$ cat src/hw/rtl/si_pkg.sv
// si_pkg: shared types for the segment intersection pipeline.
// No dependencies; imported by si_geom, si_scale, si_div and segment_intersection.
`default_nettype none
package si_pkg;

    // Control that travels beside each word; hit joins valid at the last si_geom stage.
    typedef struct packed {
        logic valid;
        logic hit;
    } t_ctl;

endpackage
`default_nettype wire

$ cat src/hw/rtl/si_scale.sv
// si_scale: tn times the step magnitude for one axis, as two half products.
// Two register stages; depends on si_pkg.
`default_nettype none
module si_scale
    import si_pkg::*;
#(
    parameter int COORD_WIDTH = 24
) (
    input  wire logic                              i_clk,
    input  wire logic                              i_rst_n,
    input  wire logic                              i_en,
    input  wire t_ctl                              i_ctl,
    input  wire logic [2*COORD_WIDTH+1:0]          i_tn,
    input  wire logic [2*COORD_WIDTH+1:0]          i_den,
    input  wire logic [COORD_WIDTH-1:0]            i_mag,
    input  wire logic                              i_neg,
    input  wire logic signed [COORD_WIDTH-1:0]     i_base,
    output t_ctl                                   o_ctl,
    output logic [3*COORD_WIDTH+1:0]               o_num,
    output logic [2*COORD_WIDTH+1:0]               o_den,
    output logic                                   o_neg,
    output logic signed [COORD_WIDTH-1:0]          o_base
);
    localparam int H  = COORD_WIDTH + 1;
    localparam int NW = 3 * COORD_WIDTH + 2;

    t_ctl                          r1_ctl, r2_ctl;
    logic [H+COORD_WIDTH-1:0]      r1_pl, r1_ph;
    logic [2*COORD_WIDTH+1:0]      r1_den, r2_den;
    logic                          r1_neg, r2_neg;
    logic signed [COORD_WIDTH-1:0] r1_base, r2_base;
    logic [NW-1:0]                 r2_num;

    always_ff @(posedge i_clk) begin
        if (!i_rst_n) begin
            r1_ctl <= '0;
            r2_ctl <= '0;
        end else if (i_en) begin
            r1_ctl <= i_ctl;
            r2_ctl <= r1_ctl;
        end
    end

    always_ff @(posedge i_clk) begin
        if (i_en) begin
            r1_pl   <= (H+COORD_WIDTH)'(i_tn[H-1:0]) * (H+COORD_WIDTH)'(i_mag);
            r1_ph   <= (H+COORD_WIDTH)'(i_tn[2*H-1:H]) * (H+COORD_WIDTH)'(i_mag);
            r1_den  <= i_den;
            r1_neg  <= i_neg;
            r1_base <= i_base;

            // recombine the halves
            r2_num  <= (NW'(r1_ph) << H) + NW'(r1_pl);
            r2_den  <= r1_den;
            r2_neg  <= r1_neg;
            r2_base <= r1_base;
        end
    end

    assign o_ctl  = r2_ctl;
    assign o_num  = r2_num;
    assign o_den  = r2_den;
    assign o_neg  = r2_neg;
    assign o_base = r2_base;
endmodule
`default_nettype wire

$ cat config.mk
export PLATFORM = sky130hd
export DESIGN_NAME = si_scale
export DESIGN_NICKNAME = d
export VERILOG_FILES = /design/src/hw/rtl/si_pkg.sv /design/src/hw/rtl/si_scale.sv
export SDC_FILE = /design/constraint.sdc
export NUM_CORES = 2
export LEC_CHECK = 0
export BUFFER_PORTS_ARGS = -buffer_cell sky130_fd_sc_hd__buf_4
export CAP_MARGIN = 30
export CORE_MARGIN = 3
export CORE_UTILIZATION = 68
export CTS_CLUSTER_DIAMETER = 60
export DETAILED_ROUTE_END_ITERATION = 8
export MAX_ROUTING_LAYER = met4
export PLACE_DENSITY = 0.88
export SYNTH_ARGS = -nofsm -noshare
export SYNTH_HDL_FRONTEND = slang
export SYNTH_SLANG_ARGS = --single-unit
$ cat constraint.sdc
create_clock -name i_clk -period 18.9 [get_ports i_clk]
set_input_delay 0 -clock i_clk [delete_from_list [all_inputs] [get_ports i_clk]]
set_output_delay 0 -clock i_clk [all_outputs]
set_load 0.03 [all_outputs]
==> flow_summary_export.csv <==
group,metric,value,unit
run_status,outcome,"finished, violations left",
run_status,violations,"negative hold slack",
floorplanning,die_w,280,um
clock_tree,cts_max_level,2,
timing,drv_slew,0,
timing,layout_min_cycle_time,6.79,ns
yosys,synth-main-ff-cell,"edfxtp_1",
yosys,synth_edf_count,322,
placed_design,dp.cells,6119,
timing,max_freq,147,MHz
floorplanning,coreArea,73600,um2
global_routing,grt_pass1_wl,214,mm
finish,nets,6815,
yosys,netlist_top_cells_count,"inv_1 (1,175), fa_1 (1,009), nand2_1 (657)",
yosys,synthSimpleGateAreaFrac,14.7,%
clock_tree,cts_tree,"done",
placed_design,gp_congestion,0.954,
routing,drc,0,
global_routing,grt_util_met2,57.9,%
timing,slew_headroom,36.9,%
global_routing,grt-busiest-layer,"met2",
finish,fin_util,75.6,%
routing,drt_first_iter_violations,3011,
yosys,yosys.area.top_type,"fa_1",
yosys,synth_top_area_share,39.6,%
critical_path,worst_ep_arrival_time,7.10,ns
timing,hold_viol,7,
yosys,synth_compound_area_share,4.46,%
yosys,syn_avg_cell_area,9.99,um2
yosys,synthAdderAreaFrac,48.8,%
timing,rsz0062_at_grt,"no",
critical_path,end_kind,"flip-flop",
routing,ant_nets,0,
global_routing,grt_max_degree,102,
global_routing,gr-usage-met1,44.2,%
critical_path,critPathMaxFanout,50,
clock_tree,insertion_delay,0.58,ns
yosys,ys_top_cells_by_area,"fa_1 (40%), edfxtp_1 (19%), ha_1 (9.2%)",
routing,firstDrtPassIters,7,
placed_design,dpl.hpwl,96.1,mm
critical_path,startpoint_type,"input port",
clock_tree,cts_buffers,37,
routing,vias,36882,
global_routing,globalRouteOverflowTotal,0,
finish,antenna_cells,0,
yosys,seq_area_frac_synth,19.1,%
finish,stdcell_count,6263,
placed_design,port_buffers,304,
finish,final_layout_size_suffix_gt1_share,7.48,%
timing,whs,-0.0331,ns
timing,fin_skew,0.0286,ns
yosys,synthMuxAreaShare,0.0785,%
yosys,async_reset_ff_share,0,%
routing,routedWlPerCell,21.2,um
timing,timing.final.crit_share,35.9,%
clock_tree,clockBufferDepth,3,
global_routing,grt_usage,36.4,%
yosys,yosysWarnings,0,
timing,finalSetupViolations,0,
flow_run,maxCapViolations,0,
yosys,synth_seq_cells,326,
finish,synthToLayoutAreaGrowth,8.96,%
floorplanning,start_util,69.3,%
yosys,synth_top_family_by_area,"adder cells",
clock_tree,path_clk_slew,0.06,ns
timing,tightest_slew,0.947,ns
yosys,synth_xor_xnor_area_share,2.37,%
yosys,syn_nets,6644,
critical_path,r2r_slack,15.39,ns
critical_path,critical_path_class,"input port to flip-flop",
floorplanning,rows,99,
global_routing,antenna_found_initial,3,
clock_tree,clock_sinks,326,
clock_tree,post_cts_buffers,0,
yosys,synth.most_common_cell,"inv_1",
floorplanning,die_area,78300,um2
timing,fin_setup_tns,0,ns
routing,routed_wl,133,mm
critical_path,critPathRequiredTime,19.21,ns
global_routing,gr-usage-met3,7.78,%
clock_tree,root_buffer,"clkbuf_16",
floorplanning,dieHeight,280,um
floorplanning,pin_count,305,
yosys,synthCells,5107,
routing,drt-vias-per-instance,5.89,
worst_hold_path,hold_class,"input port to flip-flop",
yosys,synth_cell_type_count,76,
yosys,synth_area,51000,um2
global_routing,grt_pass1_vias,41455,
-- logic make-up after synthesis --
family	after synthesis
muxes	4
DFF	326
adders and majority gates	1383
AOI/OAI and AO/OA	338
buffers and inverters	1432
xor gates and xnor gates	138
and+or+nand+nor	1486
-- area by class of cell --
class,count,area [um2]
well taps,959,1200
clock buffers,43,968
flip-flops and latches,326,9750
multi-input cells,3349,35900
inverters,1175,4410
fillers,4741,18000
clock inverters,22,229
repair buffers,389,3150
-- cell usage in the layout, fill, tap and decap left out, types with 13 or more instances in the layout --
cell / instances
xor2_1: 50
edfxtp_1: 322
nand2_1: 657
dlygate4sd3_1: 79
o21ai_1: 33
ha_1: 374
a21oi_1: 104
fa_1: 1009
inv_1: 1175
clkbuf_16: 37
nor2_1: 59
xnor2_1: 88
nor3_1: 16
o21ai_0: 20
and2_1: 619
o21bai_1: 16
and3_1: 26
nand4_1: 19
buf_4: 308
a21o_1: 58
nor2b_1: 13
nand3_1: 39
-- worst max-delay path: stages --
cell,delay (ns)
buf_4,0.55
nand2_1,0.17
fa_1,0.55
fa_1,0.56
inv_1,0.06
fa_1,0.49
inv_1,0.05
fa_1,0.52
inv_1,0.06
fa_1,0.45
fa_1,0.50
inv_1,0.06
fa_1,0.48
inv_1,0.04
ha_1,0.37
a21o_1,0.23
a311oi_1,0.26
o31a_1,0.28
nor2_1,0.07
a2111oi_1,0.61
o41ai_1,0.20
a21oi_2,0.24
o21ai_1,0.12
xnor2_1,0.14
-- through the flow --
step	setup slack [ns]	cell area, um2
after global routing	11.85	55600
final	12.11	55600
after floorplan	12.43	51000
after CTS	12.21	55600
after detailed placement	11.61	53600
after global placement	11.81	53600
-- worst paths after layout --
check	start	to	cells past startpoint
max	i_mag[9]	r1_ph[48]	24
min	i_en	r1_pl[23]	1
max reg2reg	r1_pl[25]	o_num[71]	13
min reg2reg	r1_pl[4]	o_num[4]	0
-- sequential cells by signal, indices dropped and copies added, names as in the netlist --
name     cells
r1_den      50
o_num       74
r1_neg       1
o_neg        1
r1_ph       49
r1_base     24
r1_pl       49
o_den       50
o_base      24
o_ctl        2
r1_ctl       2
-- routing by layer --
metal,routed length [um],vias up
li1,-,15622
met1,46900,18343
met2,63200,2270
met3,14100,647
met4,8380,0
met5,0,-
-- repair_timing --
action / 4_1_cts / 5_1_grt
hold endpoints to repair: 80 / 0
resized for setup: 0 / 0
endpoints found under the setup margin: 0 / 0
hold buffers: 79 / 0
Power is left out: the tool's default activity adds up to more than one toggle a clock period on the data nets, which glitch-free logic cannot reach.
